`src/i2cmw_pkg.sv`:
```
// ----------------------------------------------------------------------------
// i2cmw_pkg
// Types, codes and constants for the three-byte I2C write sequencer.
// ----------------------------------------------------------------------------
package i2cmw_pkg;

    localparam int WAIT_WIDTH  = 16;
    localparam int SAMP_WIDTH  = 4;
    localparam logic [SAMP_WIDTH-1:0] ACK_SAMPLES = 4'd10;

    localparam int ADDR_WIDTH  = 7;
    localparam int BYTE_WIDTH  = 8;
    localparam int IN_WIDTH    = 24;
    localparam int OUT_WIDTH   = 8;

    typedef enum logic [3:0] {
        PH_IDLE       = 4'd0,
        PH_ST_SDA     = 4'd1,
        PH_ST_SCL     = 4'd2,
        PH_ST_GAP     = 4'd3,
        PH_BIT_SET    = 4'd4,
        PH_BIT_HIGH   = 4'd5,
        PH_BIT_LOW    = 4'd6,
        PH_ACK_HIGH   = 4'd7,
        PH_ACK_SAMPLE = 4'd8,
        PH_GAP        = 4'd9,
        PH_SP_SDA     = 4'd10,
        PH_SP_SCL     = 4'd11,
        PH_SP_END     = 4'd12,
        PH_DONE       = 4'd13
    } t_phase;

    typedef enum logic {
        CFG_SLAVE_ADDR  = 1'b0,
        CFG_HALF_PERIOD = 1'b1
    } t_cfg_index;

    typedef enum logic {
        REQ_TICK  = 1'b0,
        REQ_START = 1'b1
    } t_req;

    localparam logic [1:0] BYTE_ADDR = 2'd0;
    localparam logic [1:0] BYTE_CTRL = 2'd1;
    localparam logic [1:0] BYTE_DATA = 2'd2;

    typedef struct packed {
        logic ack_ok;
        logic done_res;
        logic busy_res;
        logic sda_drive;
        logic sda_out;
        logic scl_out;
    } t_result;

    // hold length after a pin change; the changing tick counts as the first
    function automatic logic [WAIT_WIDTH-1:0] hold_ticks(input logic [15:0] half_period);
        logic [15:0] t;
        begin
            t = (half_period == 16'd0) ? 16'd0 : half_period - 16'd1;
            hold_ticks = WAIT_WIDTH'(t);
        end
    endfunction

endpackage

```
`src/i2c_master_three_byte_write.sv`:
```
// ----------------------------------------------------------------------------
// i2c_master_three_byte_write
// Pin-level I2C master for one write of address, control and data bytes.
// ----------------------------------------------------------------------------
// Every input beat is one time tick and yields one result beat holding the
// SCL, SDA and SDA-enable levels after that tick plus busy, done and ack
// status. A start beat (tuser high) while idle latches the control and data
// bytes; a start beat while busy counts as a plain tick. The sequencer state
// advances in the same cycle a beat is taken, so one beat per clock is
// accepted while the skid entry is empty; a two-entry output stage lets one
// more input beat be taken while the output side stalls. Register writes
// are taken every cycle and should be issued while idle.
module i2c_master_three_byte_write
    import i2cmw_pkg::*;
(
    input  logic                 i_clk,
    input  logic                 i_rst_n,

    input  logic                 i_s_axis_tvalid,
    output logic                 o_s_axis_tready,
    // [7:0] data_byte, [15:8] control_byte, [16] sda_in, [23:17] zero
    input  logic [IN_WIDTH-1:0]  i_s_axis_tdata,
    // [0] req_type
    input  logic                 i_s_axis_tuser,

    output logic                 o_m_axis_tvalid,
    input  logic                 i_m_axis_tready,
    // [0] scl_out, [1] sda_out, [2] sda_drive, [3] busy_res, [4] done_res,
    // [5] ack_ok, [7:6] zero
    output logic [OUT_WIDTH-1:0] o_m_axis_tdata,

    input  logic                 i_cfg_valid,
    output logic                 o_cfg_ready,
    input  logic                 i_cfg_index,
    input  logic [15:0]          i_cfg_data
);

    logic [ADDR_WIDTH-1:0] r_slave_addr;
    logic [15:0]           r_half_period;

    t_phase                r_phase, n_phase;
    logic [WAIT_WIDTH-1:0] r_wait, n_wait;
    logic [2:0]            r_bit, n_bit;
    logic [1:0]            r_byte, n_byte;
    logic [BYTE_WIDTH-1:0] r_shift, n_shift;
    logic [BYTE_WIDTH-1:0] r_data, n_data;
    logic [BYTE_WIDTH-1:0] r_ctrl, n_ctrl;
    logic [SAMP_WIDTH-1:0] r_samp, n_samp;
    logic                  r_all_acked, n_all_acked;
    logic                  r_scl, n_scl;
    logic                  r_sda, n_sda;
    logic                  r_drv, n_drv;

    t_result               r_out, r_skid, n_res;
    logic                  r_out_valid, r_skid_valid;

    logic                  w_acc, w_take, w_start, w_sda_in;
    logic [1:0]            w_next_sel;
    logic [BYTE_WIDTH-1:0] w_next_byte;
    logic [SAMP_WIDTH-1:0] w_samp_inc;
    logic [WAIT_WIDTH-1:0] w_hold;

    assign o_cfg_ready     = 1'b1;
    assign o_s_axis_tready = !r_skid_valid;
    assign w_acc           = i_s_axis_tvalid && o_s_axis_tready;
    assign w_take          = r_out_valid && i_m_axis_tready;
    assign w_start         = (t_req'(i_s_axis_tuser) == REQ_START);
    assign w_sda_in        = i_s_axis_tdata[16];
    assign w_hold          = hold_ticks(r_half_period);
    assign w_samp_inc      = r_samp + SAMP_WIDTH'(1);
    assign w_next_sel      = (r_phase == PH_GAP) ? r_byte + 2'd1 : BYTE_ADDR;

    assign o_m_axis_tvalid = r_out_valid;
    assign o_m_axis_tdata  = {2'b00, r_out};

    always_comb begin
        case (w_next_sel)
            BYTE_ADDR: w_next_byte = {r_slave_addr, 1'b0};
            BYTE_CTRL: w_next_byte = r_ctrl;
            default:   w_next_byte = r_data;
        endcase
    end

    // next state
    always_comb begin
        n_phase     = r_phase;
        n_wait      = r_wait;
        n_bit       = r_bit;
        n_byte      = r_byte;
        n_shift     = r_shift;
        n_data      = r_data;
        n_ctrl      = r_ctrl;
        n_samp      = r_samp;
        n_all_acked = r_all_acked;
        n_scl       = r_scl;
        n_sda       = r_sda;
        n_drv       = r_drv;
        if (r_phase == PH_IDLE) begin
            if (w_start) begin
                n_data      = i_s_axis_tdata[7:0];
                n_ctrl      = i_s_axis_tdata[15:8];
                n_all_acked = 1'b1;
                n_samp      = '0;
                n_byte      = BYTE_ADDR;
                n_scl       = 1'b1;
                n_sda       = 1'b1;
                n_drv       = 1'b1;
                n_wait      = w_hold;
                n_phase     = PH_ST_SDA;
            end
        end else if (r_wait != '0) begin
            n_wait = r_wait - WAIT_WIDTH'(1);
        end else begin
            case (r_phase)
                PH_ST_SDA: begin
                    n_sda   = 1'b0;
                    n_wait  = w_hold;
                    n_phase = PH_ST_SCL;
                end
                PH_ST_SCL: begin
                    n_scl   = 1'b0;
                    n_wait  = w_hold;
                    n_phase = PH_ST_GAP;
                end
                PH_ST_GAP: begin
                    n_wait  = w_hold;
                    n_byte  = BYTE_ADDR;
                    n_shift = w_next_byte;
                    n_bit   = 3'd7;
                    n_phase = PH_BIT_SET;
                end
                PH_BIT_SET: begin
                    n_sda   = r_shift[r_bit];
                    n_wait  = w_hold;
                    n_phase = PH_BIT_HIGH;
                end
                PH_BIT_HIGH: begin
                    n_scl   = 1'b1;
                    n_wait  = w_hold;
                    n_phase = PH_BIT_LOW;
                end
                PH_BIT_LOW: begin
                    n_scl  = 1'b0;
                    n_wait = w_hold;
                    if (r_bit == 3'd0) begin
                        n_drv   = 1'b0;
                        n_phase = PH_ACK_HIGH;
                    end else begin
                        n_bit   = r_bit - 3'd1;
                        n_sda   = r_shift[r_bit - 3'd1];
                        n_phase = PH_BIT_HIGH;
                    end
                end
                PH_ACK_HIGH: begin
                    n_scl   = 1'b1;
                    n_samp  = '0;
                    n_wait  = w_hold;
                    n_phase = PH_ACK_SAMPLE;
                end
                PH_ACK_SAMPLE: begin
                    if (!w_sda_in || w_samp_inc >= ACK_SAMPLES) begin
                        if (w_sda_in) begin
                            n_all_acked = 1'b0;
                        end
                        n_scl   = 1'b0;
                        n_drv   = 1'b1;
                        n_sda   = 1'b1;
                        n_samp  = '0;
                        n_wait  = w_hold;
                        n_phase = PH_GAP;
                    end else begin
                        n_samp = w_samp_inc;
                    end
                end
                PH_GAP: begin
                    n_wait = w_hold;
                    if (r_byte < BYTE_DATA) begin
                        n_byte  = r_byte + 2'd1;
                        n_shift = w_next_byte;
                        n_bit   = 3'd7;
                        n_phase = PH_BIT_SET;
                    end else begin
                        n_phase = PH_SP_SDA;
                    end
                end
                PH_SP_SDA: begin
                    n_sda   = 1'b0;
                    n_wait  = w_hold;
                    n_phase = PH_SP_SCL;
                end
                PH_SP_SCL: begin
                    n_scl   = 1'b1;
                    n_wait  = w_hold;
                    n_phase = PH_SP_END;
                end
                PH_SP_END: begin
                    n_sda   = 1'b1;
                    n_wait  = w_hold;
                    n_phase = PH_DONE;
                end
                default: begin
                    n_phase = PH_IDLE;
                    n_wait  = '0;
                end
            endcase
        end
    end

    // result beat
    always_comb begin
        n_res.scl_out   = n_scl;
        n_res.sda_out   = n_sda;
        n_res.sda_drive = n_drv;
        n_res.busy_res  = (n_phase != PH_IDLE);
        n_res.done_res  = (r_phase == PH_DONE) && (r_wait == '0);
        n_res.ack_ok    = (r_phase == PH_DONE) && (r_wait == '0) && r_all_acked;
    end

    always_ff @(posedge i_clk) begin
        if (!i_rst_n) begin
            r_slave_addr  <= ADDR_WIDTH'(60);
            r_half_period <= 16'd50;
        end else if (i_cfg_valid) begin
            case (t_cfg_index'(i_cfg_index))
                CFG_SLAVE_ADDR:  r_slave_addr  <= i_cfg_data[ADDR_WIDTH-1:0];
                CFG_HALF_PERIOD: r_half_period <= i_cfg_data;
                default:         r_half_period <= r_half_period;
            endcase
        end
    end

    always_ff @(posedge i_clk) begin
        if (!i_rst_n) begin
            r_phase     <= PH_IDLE;
            r_wait      <= '0;
            r_bit       <= '0;
            r_byte      <= '0;
            r_shift     <= '0;
            r_samp      <= '0;
            r_all_acked <= 1'b1;
            r_scl       <= 1'b1;
            r_sda       <= 1'b1;
            r_drv       <= 1'b1;
        end else if (w_acc) begin
            r_phase     <= n_phase;
            r_wait      <= n_wait;
            r_bit       <= n_bit;
            r_byte      <= n_byte;
            r_shift     <= n_shift;
            r_samp      <= n_samp;
            r_all_acked <= n_all_acked;
            r_scl       <= n_scl;
            r_sda       <= n_sda;
            r_drv       <= n_drv;
        end
    end

    always_ff @(posedge i_clk) begin
        if (w_acc) begin
            r_data <= n_data;
            r_ctrl <= n_ctrl;
        end
    end

    always_ff @(posedge i_clk) begin
        if (!i_rst_n) begin
            r_out_valid  <= 1'b0;
            r_skid_valid <= 1'b0;
        end else if (w_take) begin
            if (r_skid_valid) begin
                r_skid_valid <= 1'b0;
            end else begin
                r_out_valid <= w_acc;
            end
        end else if (w_acc) begin
            if (r_out_valid) begin
                r_skid_valid <= 1'b1;
            end else begin
                r_out_valid <= 1'b1;
            end
        end
    end

    always_ff @(posedge i_clk) begin
        if (w_take) begin
            r_out <= r_skid_valid ? r_skid : n_res;
        end else if (w_acc) begin
            if (r_out_valid) begin
                r_skid <= n_res;
            end else begin
                r_out <= n_res;
            end
        end
    end

    a_skid_behind_out: assert property (@(posedge i_clk) disable iff (!i_rst_n)
        r_skid_valid |-> r_out_valid)
        else $error("skid entry held without an output beat");

    a_samp_bound: assert property (@(posedge i_clk) disable iff (!i_rst_n)
        r_samp < ACK_SAMPLES)
        else $error("ack sample count past limit");

    a_release_in_ack: assert property (@(posedge i_clk) disable iff (!i_rst_n)
        !r_drv |-> (r_phase == PH_ACK_HIGH || r_phase == PH_ACK_SAMPLE))
        else $error("SDA released outside an ack slot");

    a_done_idle: assert property (@(posedge i_clk) disable iff (!i_rst_n)
        (r_out_valid && r_out.done_res) |-> !r_out.busy_res)
        else $error("done beat reports busy");

endmodule

```
`config.mk`:
```
export PLATFORM = sky130hd
export DESIGN_NAME = i2c_master_three_byte_write
export DESIGN_NICKNAME = d
export VERILOG_FILES = /design/src/i2cmw_pkg.sv /design/src/i2c_master_three_byte_write.sv
export SDC_FILE = /design/constraint.sdc
export NUM_CORES = 1
export LEC_CHECK = 0
export BUFFER_PORTS_ARGS = -buffer_cell sky130_fd_sc_hd__buf_2
export CAP_MARGIN = 0
export CORE_MARGIN = 1.5
export CORE_UTILIZATION = 54
export CTS_CLUSTER_SIZE = 24
export DETAILED_ROUTE_END_ITERATION = 16
export PLACE_DENSITY = 0.86
export SLEW_MARGIN = 30
export SYNTH_ARGS = -nofsm -noshare
export SYNTH_HDL_FRONTEND = slang
export SYNTH_SLANG_ARGS = --single-unit
```
`constraint.sdc`:
```
create_clock -name i_clk -period 4.83 [get_ports i_clk]
set_input_delay 0.966 -clock i_clk [delete_from_list [all_inputs] [get_ports i_clk]]
set_output_delay 0.966 -clock i_clk [all_outputs]
set_load 0.03 [all_outputs]
```
==> impl_metrics.csv, run 1 <==
group,metric,value,unit
routing,wl,12.07,mm
timing,rsz0062_at_grt,"false",
synthesis,yosys_most_used_dff,"dfxtp_1",
clock_tree,ctsHoldBuffers,0,
setup_path,worst_setup_path_end_kind,"flip-flop",
global_routing,grt_pass1_wl,20.11,mm
synthesis,async_flop_share,0,%
hold_path,min_path_cells,2,
clock_tree,cts_setup_buffers,0,
power,swShare,34.81,%
synthesis,syn_inst,603,
power,p_leak,2.095,nW
global_routing,grt-ovfl-total,0,
clock_tree,cts-root-buf,"clkbuf_8",
setup_path,critPathMaxFanout,14,
cells_and_area,area_growth,8.058,%
global_routing,antenna_found_initial,0,
routing,viasPerCell,6.260,
routing,drtIter0Drc,555,
cells_and_area,antenna-diode-count,0,
power,seqPwrFrac,46.7,%
power,powerDensity,344.4,nW/um2
power,pwr-share-clk,27.2,%
die,core-area,9639,um2
clock_tree,clk-insertion-delay-late,0.38,ns
setup_path,worstSetupPathType,"flip-flop to flip-flop",
synthesis,avgSynthCellArea,8.806,um2
placement,gp_congestion,0.9579,
synthesis,yosysWarnings,0,
cells_and_area,final_cell_mix,"nand2_1, dfxtp_1, nor2_1",
timing,max_slew_margin,37.46,%
clock_tree,cts_max_level,3,
power,combPwrFrac,26.2,%
global_routing,grt_pass1_vias,4320,
global_routing,grt_use_total,24.23,%
clock_tree,cts_tree,"done",
clock_tree,cts_num_sinks,94,
timing,post-route-min-period,3.176,ns
outcome,status,"finished, final reports clean",
routing,routedWlPerCell,15.83,um
synthesis,synth.ff_latch_count,94,
routing,firstDrtPassIters,5,
clock_tree,cts_buffers,9,
timing,tightestPinTransition,0.9310,ns
synthesis,synth_edf_count,28,
setup_path,cp_data_arrival_time,3.47,ns
placement,port-buffer-count,47,
flow_run,cap_violations,0,
timing,max_freq,314.8,MHz
synthesis,yosysUniqueCellTypes,75,
cells_and_area,final_common_cell,"nand2_1",
synthesis,syn_area,5310,um2
timing,setup_tns,0,ns
timing,period_share,65.76,%
power,irDropWorstVdd,0.0002186,V
setup_path,critPathLaunchType,"flip-flop",
timing,timing.final.ws_setup,1.654,ns
hold_path,min_path_type,"flip-flop to flip-flop",
power,p_switching,0.6878,mW
synthesis,seq_area_frac_synth,40.72,%
timing,final_max_slew_viol_count,0,
die,start_util,55.09,%
clock_tree,cts_max_path_buffers,2,
die,num_rows,36,
die,ioPinCount,58,
die,dieArea,10440,um2
setup_path,worstRegToRegCells,8,
setup_path,required,5.13,ns
cells_and_area,layout.nets,678,
clock_tree,ctsResizeCount,0,
clock_tree,clkTransAtPathRegs,0.10,ns
timing,fin_skew,0.02077,ns
routing,drc,0,
timing,setup_violations,0,
power,internal_power,1.288,mW
cells_and_area,drive_gt1_share,17.81,%
die,fp.dieW,102.2,um
placement,dp_hpwl,8.504,mm
die,die_y,102.2,um
global_routing,grt_max_degree,29,
placement,dp_slack,1.754,ns
timing,hold_viol_final,0,
routing,vias,4770,
routing,ant_nets,0,
[synthesized netlist by cell type (3+ instances only)]
| cell type | number | area (um2) |
|---|---|---|
| clkbuf_1 | 26 | 97.59 |
| a31oi_1 | 6 | 37.54 |
| buf_1 | 4 | 15.01 |
| a21oi_1 | 43 | 215.2 |
| mux2i_1 | 11 | 110.1 |
| nor2_1 | 48 | 180.2 |
| a32o_1 | 7 | 70.07 |
| xnor2_1 | 13 | 113.9 |
| or4_1 | 10 | 75.07 |
| mux4_2 | 4 | 90.09 |
| o221a_2 | 7 | 78.83 |
| nand4_1 | 3 | 18.77 |
| o211a_1 | 4 | 40.04 |
| or2_2 | 3 | 18.77 |
| o31ai_1 | 7 | 52.55 |
| nor4_1 | 11 | 68.82 |
| mux2_2 | 13 | 146.4 |
| nor2b_1 | 10 | 62.56 |
| buf_4 | 3 | 22.52 |
| nand3_1 | 15 | 75.07 |
| nor3_1 | 27 | 135.1 |
| a211oi_1 | 3 | 22.52 |
| buf_2 | 3 | 15.01 |
| o21ai_1 | 3 | 15.01 |
| and3_1 | 5 | 31.28 |
| or3_1 | 6 | 37.54 |
| ha_1 | 7 | 87.58 |
| dfxtp_1 | 66 | 1321 |
| clkbuf_8 | 3 | 41.29 |
| o22ai_1 | 5 | 31.28 |
| o32ai_1 | 3 | 26.28 |
| o21ai_0 | 40 | 200.2 |
| nand2_1 | 78 | 292.8 |
| nand2b_1 | 8 | 50.05 |
| edfxtp_1 | 28 | 840.8 |
| inv_1 | 17 | 63.81 |
[state kept, by name (all words and copies together), names as in the netlist, 2 cells and up]
register,cells
r_data,8
r_half_period,16
r_samp,4
r_phase,4
o_m_axis_tdata,6
r_byte,2
r_slave_addr,7
r_skid,6
r_bit,3
r_wait,16
r_ctrl,8
r_shift,8
[final timing paths]
kind / start / endpoint / slack, ns
hold reg to reg: r_slave_addr[0]$_SDFFE_PN0P_ / r_slave_addr[0]$_SDFFE_PN0P_ / 0.49
hold / removal: r_slave_addr[0]$_SDFFE_PN0P_ / r_slave_addr[0]$_SDFFE_PN0P_ / 0.49
setup / recovery: r_wait[0]$_SDFFE_PN0P_ / r_wait[0]$_SDFFE_PN0P_ / 1.65
setup reg to reg: r_wait[0]$_SDFFE_PN0P_ / r_wait[0]$_SDFFE_PN0P_ / 1.65
[cells by family after synthesis]
| logic type | share of synthesized area, % |
|---|---|
| AND/OR/NAND/NOR | 22.97 |
| XOR/XNOR | 2.474 |
| adder cells (fa/ha/maj) | 1.649 |
| flip-flops | 40.72 |
| multiplexers | 6.527 |
| other | 0.1414 |
| AO/OA/AOI/OAI | 20.34 |
| buffers and inverters | 5.183 |
[area by class of cell]
class                           count  area [um2]
Tap cell                          133       166.4
Clock inverter                      5       45.04
Inverter                           18       67.56
Multi-Input combinational cell    451        2877
Timing Repair Buffer               50       257.7
Clock buffer                       11       162.7
Sequential cell                    94        2162
Fill cell                         858        3901
[per-layer routing]
metal / global-route usage (%) / part of all wire, %
met5: 0 / 0
met1: 31.92 / 42
met2: 40.30 / 47
met4: 9.589 / 2.2
met3: 3.557 / 7.9
[power groups by stage]
stage,Clock (mW),Combinational (mW),Sequential [mW]
final,0.537,0.517,0.922
after global routing,0.573,0.564,0.929
after CTS,0.539,0.504,0.919
after detailed placement,0,0.499,0.937
after global placement,0,0.490,0.933
after floorplan,0,0.416,0.920
[metrics by stage]
| step | util, % | cells | power (mW) | hold WS (ns) | instance area [um2] |
|---|---|---|---|---|---|
| final | 59.53 | 762 | 1.976 | 0.4899 | 5738 |
| after global routing | 59.53 | 762 | 2.066 | 0.5099 | 5738 |
| after CTS | 59.53 | 762 | 1.962 | 0.4990 | 5738 |
| after detailed placement | 57.37 | 746 | 1.436 | 0.4786 | 5530 |
| after global placement | 57.37 | 746 | 1.424 | 0.4497 | 5530 |
| after floorplan | - | 604 | 1.336 | 0.4388 | 5314 |
[critical path, stage by stage (launching register included)]
cell      delay [ns]
dfxtp_1         0.38
inv_1           0.13
ha_1            0.24
or4b_1          0.61
or4_4           0.67
nand2_1         0.40
nand2b_1        0.26
o211a_1         0.27
nor3_1          0.14
Power figures use the tool's default switching activity.
==> run 2, diff against run 1 <==
--- a/config.mk
+++ b/config.mk
@@ -8,10 +8,10 @@
 export BUFFER_PORTS_ARGS = -buffer_cell sky130_fd_sc_hd__buf_2
 export CAP_MARGIN = 0
 export CORE_MARGIN = 1.5
-export CORE_UTILIZATION = 54
+export CORE_UTILIZATION = 53
 export CTS_CLUSTER_SIZE = 24
 export DETAILED_ROUTE_END_ITERATION = 16
-export PLACE_DENSITY = 0.86
+export PLACE_DENSITY = 0.88
 export SLEW_MARGIN = 30
 export SYNTH_ARGS = -nofsm -noshare
 export SYNTH_HDL_FRONTEND = slang
==> constraint.sdc (replaced) <==
create_clock -name i_clk -period 2.9 [get_ports i_clk]
set_input_delay 0.58 -clock i_clk [delete_from_list [all_inputs] [get_ports i_clk]]
set_output_delay 0.58 -clock i_clk [all_outputs]
set_load 0.03 [all_outputs]
==> impl_metrics.csv, run 2 (same netlist as run 1, synthesis figures left out) <==
group,metric,value,unit
setup_path,timing.rr.start,"r_wait[1]$_SDFFE_PN0P_",
routing,firstDrtPassIters,5,
routing,wl,12.80,mm
routing,routedWlPerCell,16.27,um
die,start_util,54.58,%
hold_path,hp-start,"i_s_axis_tdata[3]",
setup_path,worstRegToRegCells,8,
power,irDropWorstVdd,0.0003264,V
hold_path,min_to,"r_data[3]$_DFFE_PP_",
cells_and_area,fillers,829,
timing,post-route-min-period,2.772,ns
setup_path,path_depth,8,
cells_and_area,antenna-diode-count,0,
setup_path,r2r_end,"o_m_axis_tdata[3]$_DFFE_PP_",
flow_run,cap_violations,0,
routing,drc,0,
timing,fin_skew,0.007733,ns
setup_path,cpMaxStageDelayCell,"or4_4",
die,core-area,9729,um2
outcome,status,"finished, final reports clean",
timing,period_share,95.59,%
setup_path,critPathMaxFanout,8,
timing,setup_tns,0,ns
setup_path,worst_setup_path_end_kind,"flip-flop",
power,powerDensity,558.6,nW/um2
setup_path,critPathLaunchType,"flip-flop",
global_routing,grt_use_total,25.27,%
setup_path,cp_cell_sequence,"inv_1 -> ha_1 -> or4b_4 -> or4_4 -> buf_4 -> a22oi_2 -> nand3_1 -> mux2_2",
setup_path,cp_top_family,"simple AND/OR/NAND/NOR gates",
routing,viasPerCell,6.155,
routing,ant_nets,0,
clock_tree,clkTransAtPathRegs,0.09,ns
clock_tree,cts_setup_buffers,0,
clock_tree,ctsResizeCount,0,
timing,rsz0062_at_grt,"false",
cells_and_area,reg_top3,"r_half_period: 16 flops, r_wait: 16 flops",
placement,gp_congestion,0.9447,
power,p_leak,2.208,nW
timing,final_max_slew_viol_count,0,
cells_and_area,drive_gt1_share,21.56,%
routing,vias,4844,
clock_tree,cts-root-buf,"clkbuf_8",
hold_path,min_path_cells,1,
die,dieArea,10630,um2
setup_path,critical_path_buf_inv_count,2,
clock_tree,cts_num_sinks,94,
timing,whs,0.3827,ns
setup_path,worstSetupPathType,"flip-flop to flip-flop",
placement,port-buffer-count,47,
timing,tightestPinTransition,0.9161,ns
cells_and_area,final_common_cell,"nand2_1",
setup_path,r2r_slack,0.13,ns
clock_tree,cts_max_level,3,
global_routing,grt_max_degree,28,
die,fp.dieW,103.1,um
cells_and_area,area_growth,11.45,%
clock_tree,ctsHoldBuffers,0,
clock_tree,clk-insertion-delay-late,0.36,ns
global_routing,grt-ovfl-total,0,
cells_and_area,register_area,2162,um2
die,die_y,103.1,um
timing,max_freq,360.8,MHz
placement,dp_hpwl,9.185,mm
timing,hold_viol_final,0,
cells_and_area,layout.nets,703,
global_routing,grt_pass1_wl,21.02,mm
routing,drtIter0Drc,379,
setup_path,cp_data_arrival_time,2.90,ns
timing,setup_violations,0,
timing,max_slew_margin,38.70,%
clock_tree,cts_buffers,9,
clock_tree,cts_tree,"done",
clock_tree,cts_max_path_buffers,2,
die,num_rows,36,
die,ioPinCount,58,
cells_and_area,multiInputGateArea,2904,um2
cells_and_area,utilization,60.83,%
setup_path,cp_slowest_stage_delay,0.52,ns
setup_path,required,3.02,ns
hold_path,min_path_type,"input port to flip-flop",
cells_and_area,final_cell_mix,"nand2_1, dfxtp_1, nor2_1",
global_routing,grt_pass1_vias,4474,
global_routing,antenna_found_initial,0,
-- run 2: stage by stage --
stage          power (mW)  cells  setup slack [ns]  instance area [um2]
3_3_place_gp        2.468    771            0.2042                 5718
3_5_place_dp        2.499    771            0.1375                 5718
4_1_cts             3.270    787           0.06936                 5891
5_1_grt             3.467    787           0.01770                 5918
2_1_floorplan       2.225    604            0.1489                 5314
6_report            3.306    787            0.1280                 5918
-- run 2: cell type report --
| class | count | share of cell area (%) |
|---|---|---|
| clock buffer | 9 | 2.093 |
| timing repair buffer | 75 | 7.526 |
| inverter | 18 | 1.142 |
| clock inverter | 7 | 0.8245 |
| sequential | 94 | 36.53 |
| multi-input combinational | 451 | 49.07 |
| tap | 133 | 2.812 |
-- run 2: power breakdown --
group	leakage [nW]	switching, mW	internal (mW)	total, mW
Clock	0.0894	0.471	0.313	0.784
Combinational	1.33	0.616	0.389	1.01
Sequential	0.788	0.0768	1.44	1.52
Total	2.21	1.16	2.14	3.31
-- run 2: worst max path at each step --
stage                                   to                   start  slack, ns
2_1_floorplan  o_m_axis_tdata[1]$_DFFE_PP_  r_wait[0]$_SDFFE_PN0P_       0.15
3_3_place_gp        r_byte[0]$_SDFFE_PN0P_  r_wait[1]$_SDFFE_PN0P_       0.20
3_5_place_dp   o_m_axis_tdata[3]$_DFFE_PP_  r_wait[0]$_SDFFE_PN0P_       0.14
4_1_cts        o_m_axis_tdata[3]$_DFFE_PP_  r_wait[0]$_SDFFE_PN0P_       0.07
5_1_grt        o_m_axis_tdata[3]$_DFFE_PP_  r_wait[0]$_SDFFE_PN0P_       0.02
6_report       o_m_axis_tdata[3]$_DFFE_PP_  r_wait[1]$_SDFFE_PN0P_       0.13
-- run 2: per-layer routing --
metal	up-vias	GRT usage [%]	wire, um
li1	2310	-	-
met1	2290	31.90	5395
met2	203	42.41	6212
met3	41	4.746	819
met4	0	10.91	376
met5	-	0	0
==> run 3, diff against run 2 <==
--- a/config.mk
+++ b/config.mk
@@ -5,13 +5,15 @@
 export SDC_FILE = /design/constraint.sdc
 export NUM_CORES = 1
 export LEC_CHECK = 0
+export ABC_AREA = 1
 export BUFFER_PORTS_ARGS = -buffer_cell sky130_fd_sc_hd__buf_2
 export CAP_MARGIN = 0
 export CORE_MARGIN = 1.5
-export CORE_UTILIZATION = 53
+export CORE_UTILIZATION = 30
 export CTS_CLUSTER_SIZE = 24
 export DETAILED_ROUTE_END_ITERATION = 16
-export PLACE_DENSITY = 0.88
+export PLACE_DENSITY = 0.6
+export SKIP_LAST_GASP = 1
 export SLEW_MARGIN = 30
 export SYNTH_ARGS = -nofsm -noshare
 export SYNTH_HDL_FRONTEND = slang
==> impl_metrics.csv, run 3 <==
group,metric,value,unit
outcome,status,"finished, final reports clean",
clock_tree,cts_max_level,3,
synthesis,yosys-top-cells-count,"nand2_1, nor2_1, inv_1, dfxtp_1, nand3_1",
timing,max_freq,441.2,MHz
clock_tree,cts_buffers,9,
synthesis,synth.ff_latch_count,94,
setup_path,cp_cell_sequence,"inv_1 -> ha_1 -> inv_1 -> nor2_1 -> nand3_1 -> nand2_1 -> nand2_1 -> nor2_2 -> nand2_1 -> nand2_2 -> inv_2 -> o21ai_0 -> nor2_1",
synthesis,synth-xor-area-share,3.952,%
global_routing,grt_use_total,13.43,%
setup_path,cp_top_family,"simple AND/OR/NAND/NOR gates",
power,irDropWorstVdd,0.0003896,V
power,powerDensity,591.5,nW/um2
routing,drc,0,
routing,ant_nets,0,
clock_tree,ctsResizeCount,0,
cells_and_area,drive_gt1_share,12.30,%
synthesis,syn_area,5097,um2
flow_run,cap_violations,0,
timing,period_share,78.15,%
placement,dp_hpwl,8.331,mm
synthesis,avgSynthCellArea,7.099,um2
synthesis,async_flop_share,0,%
cells_and_area,stdcell_count,984,
setup_path,cp_slowest_stage_delay,0.37,ns
timing,setup_tns,0,ns
routing,firstDrtPassIters,5,
die,fp.dieW,133.4,um
clock_tree,clk-insertion-delay-late,0.35,ns
synthesis,synth_fa_ha_area_share,1.718,%
cells_and_area,antenna-diode-count,0,
routing,drtIter0Drc,283,
synthesis,syn_inst,718,
global_routing,grt-ovfl-total,0,
clock_tree,cts_max_path_buffers,2,
cells_and_area,final_common_cell,"nand2_1",
global_routing,antenna_found_initial,0,
synthesis,synth_top_family_by_area,"simple AND/OR/NAND/NOR gates",
clock_tree,cts_setup_buffers,0,
synthesis,synth_edf_count,28,
synthesis,yosysMostFrequentCell,"nand2_1",
synthesis,yosys_most_used_dff,"dfxtp_1",
synthesis,synth_compound_area_share,12.20,%
setup_path,critPathLaunchType,"flip-flop",
global_routing,grt_pass1_wl,19.19,mm
setup_path,worstSetupPathType,"flip-flop to flip-flop",
power,p_leak,2.531,nW
die,num_rows,47,
timing,whs,0.4013,ns
clock_tree,cts-root-buf,"clkbuf_16",
cells_and_area,fillers,1794,
clock_tree,cts_tree,"done",
clock_tree,ctsHoldBuffers,0,
timing,setup_violations,0,
die,ioPinCount,58,
routing,wl,11.33,mm
routing,vias,4479,
cells_and_area,reg_top3,"r_half_period: 16 flops, r_wait: 16 flops",
die,die_y,133.4,um
timing,hold_viol_final,0,
clock_tree,cts_num_sinks,94,
die,start_util,30.74,%
timing,tightestPinTransition,0.7563,ns
timing,rsz0062_at_grt,"false",
timing,post-route-min-period,2.266,ns
synthesis,synthSimpleGateAreaFrac,30.76,%
die,dieArea,17780,um2
global_routing,grt_pass1_vias,4066,
setup_path,required,3.15,ns
placement,gp_congestion,0.8866,
setup_path,critPathMaxFanout,20,
routing,viasPerCell,4.552,
setup_path,critical_path_buf_inv_count,3,
routing,routedWlPerCell,11.51,um
synthesis,yosysUniqueCellTypes,40,
synthesis,yosysWarnings,0,
placement,port-buffer-count,47,
setup_path,cp_data_arrival_time,2.51,ns
setup_path,cp_common_cell,"nand2_1",
synthesis,synthMuxAreaShare,0,%
cells_and_area,area_growth,13.89,%
placement,dp.cells,968,
hold_path,min_path_type,"input port to flip-flop",
timing,fin_skew,0.006565,ns
timing,max_slew_margin,49.05,%
clock_tree,clkTransAtPathRegs,0.07,ns
synthesis,ys_top_cells_by_area,"dfxtp_1, edfxtp_1, nand2_1",
synthesis,synth_top_area_cell,"dfxtp_1",
die,core-area,16580,um2
timing,final_max_slew_viol_count,0,
setup_path,cpMaxStageDelayCell,"dfxtp_1",
synthesis,seq_area_frac_synth,42.42,%
cells_and_area,final_cell_mix,"nand2_1, nor2_1, inv_1",
setup_path,worst_setup_path_end_kind,"flip-flop",
cells_and_area,layout.nets,813,
global_routing,grt_max_degree,52,
synthesis,yosysTopAreaCellShare,25.92,%
[run 3: through the flow]
| stage | instance area [um2] | utilization (%) | worst slack [ns] | total power, mW |
|---|---|---|---|---|
| after floorplan | 5101 | - | 0.8821 | 2.099 |
| after global placement | 5509 | 33.22 | 0.6501 | 2.251 |
| after detailed placement | 5509 | 33.22 | 0.6542 | 2.251 |
| after CTS | 5806 | 35.01 | 0.6285 | 3.472 |
| after global routing | 5806 | 35.01 | 0.2770 | 3.641 |
| final | 5806 | 35.01 | 0.6335 | 3.434 |
[run 3: report_power, final]
group	leakage (nW)	internal, mW	switching [mW]
Sequential	0.792	1.45	0.0720
Combinational	1.59	0.236	0.463
Clock	0.147	0.674	0.537
Total	2.53	2.36	1.07
[run 3: worst reg2reg max path, stage by stage (launching register included)]
cell and delay [ns]:
dfxtp_1 0.37, inv_1 0.08, ha_1 0.27, inv_1 0.04
nor2_1 0.08, nand3_1 0.07, nand2_1 0.07, nand2_1 0.08
nor2_2 0.25, nand2_1 0.11, nand2_2 0.25, inv_2 0.23
o21ai_0 0.20, nor2_1 0.06
[run 3: final timing paths]
| path | from | end | slack [ns] | cells after the start |
|---|---|---|---|---|
| setup reg to reg | r_samp[1]$_SDFFE_PN0P_ | r_wait[10]$_SDFFE_PN0P_ | 0.63 | 13 |
| hold reg to reg | r_all_acked$_SDFFE_PN1P_ | r_all_acked$_SDFFE_PN1P_ | 0.47 | 2 |
| hold / removal | i_s_axis_tdata[2] | r_data[2]$_DFFE_PP_ | 0.40 | 1 |
| setup / recovery | r_samp[1]$_SDFFE_PN0P_ | r_wait[10]$_SDFFE_PN0P_ | 0.63 | 13 |
[run 3: layout make-up]
class | count | area, um2 | share of cell area, %
multi-input cells | 520 | 2490 | 42.89
clock inverters | 7 | 71.32 | 1.228
clock buffers | 9 | 225.2 | 3.879
repair buffers | 52 | 272.8 | 4.698
flip-flops and latches | 94 | 2162 | 37.24
well taps | 220 | 275.3 | 4.741
inverters | 82 | 309.0 | 5.323
[run 3: cells by family after synthesis]
logic type,count (synthesis)
AO/OA/AOI/OAI,117
XOR/XNOR,23
adder cells (fa/ha/maj),7
buffers and inverters,105
flip-flops,94
other,2
AND/OR/NAND/NOR,370
[run 3: metal layers]
| layer | wire (um) | up-vias | global-route usage [%] | share of wire, % |
|---|---|---|---|---|
| met5 | 0 | - | 0 | 0 |
| met4 | 142 | 0 | 4.167 | 1.3 |
| met3 | 555 | 14 | 3.539 | 4.9 |
| met2 | 5035 | 104 | 21.65 | 44 |
| met1 | 5594 | 1961 | 17.61 | 49 |
| li1 | - | 2400 | - | - |
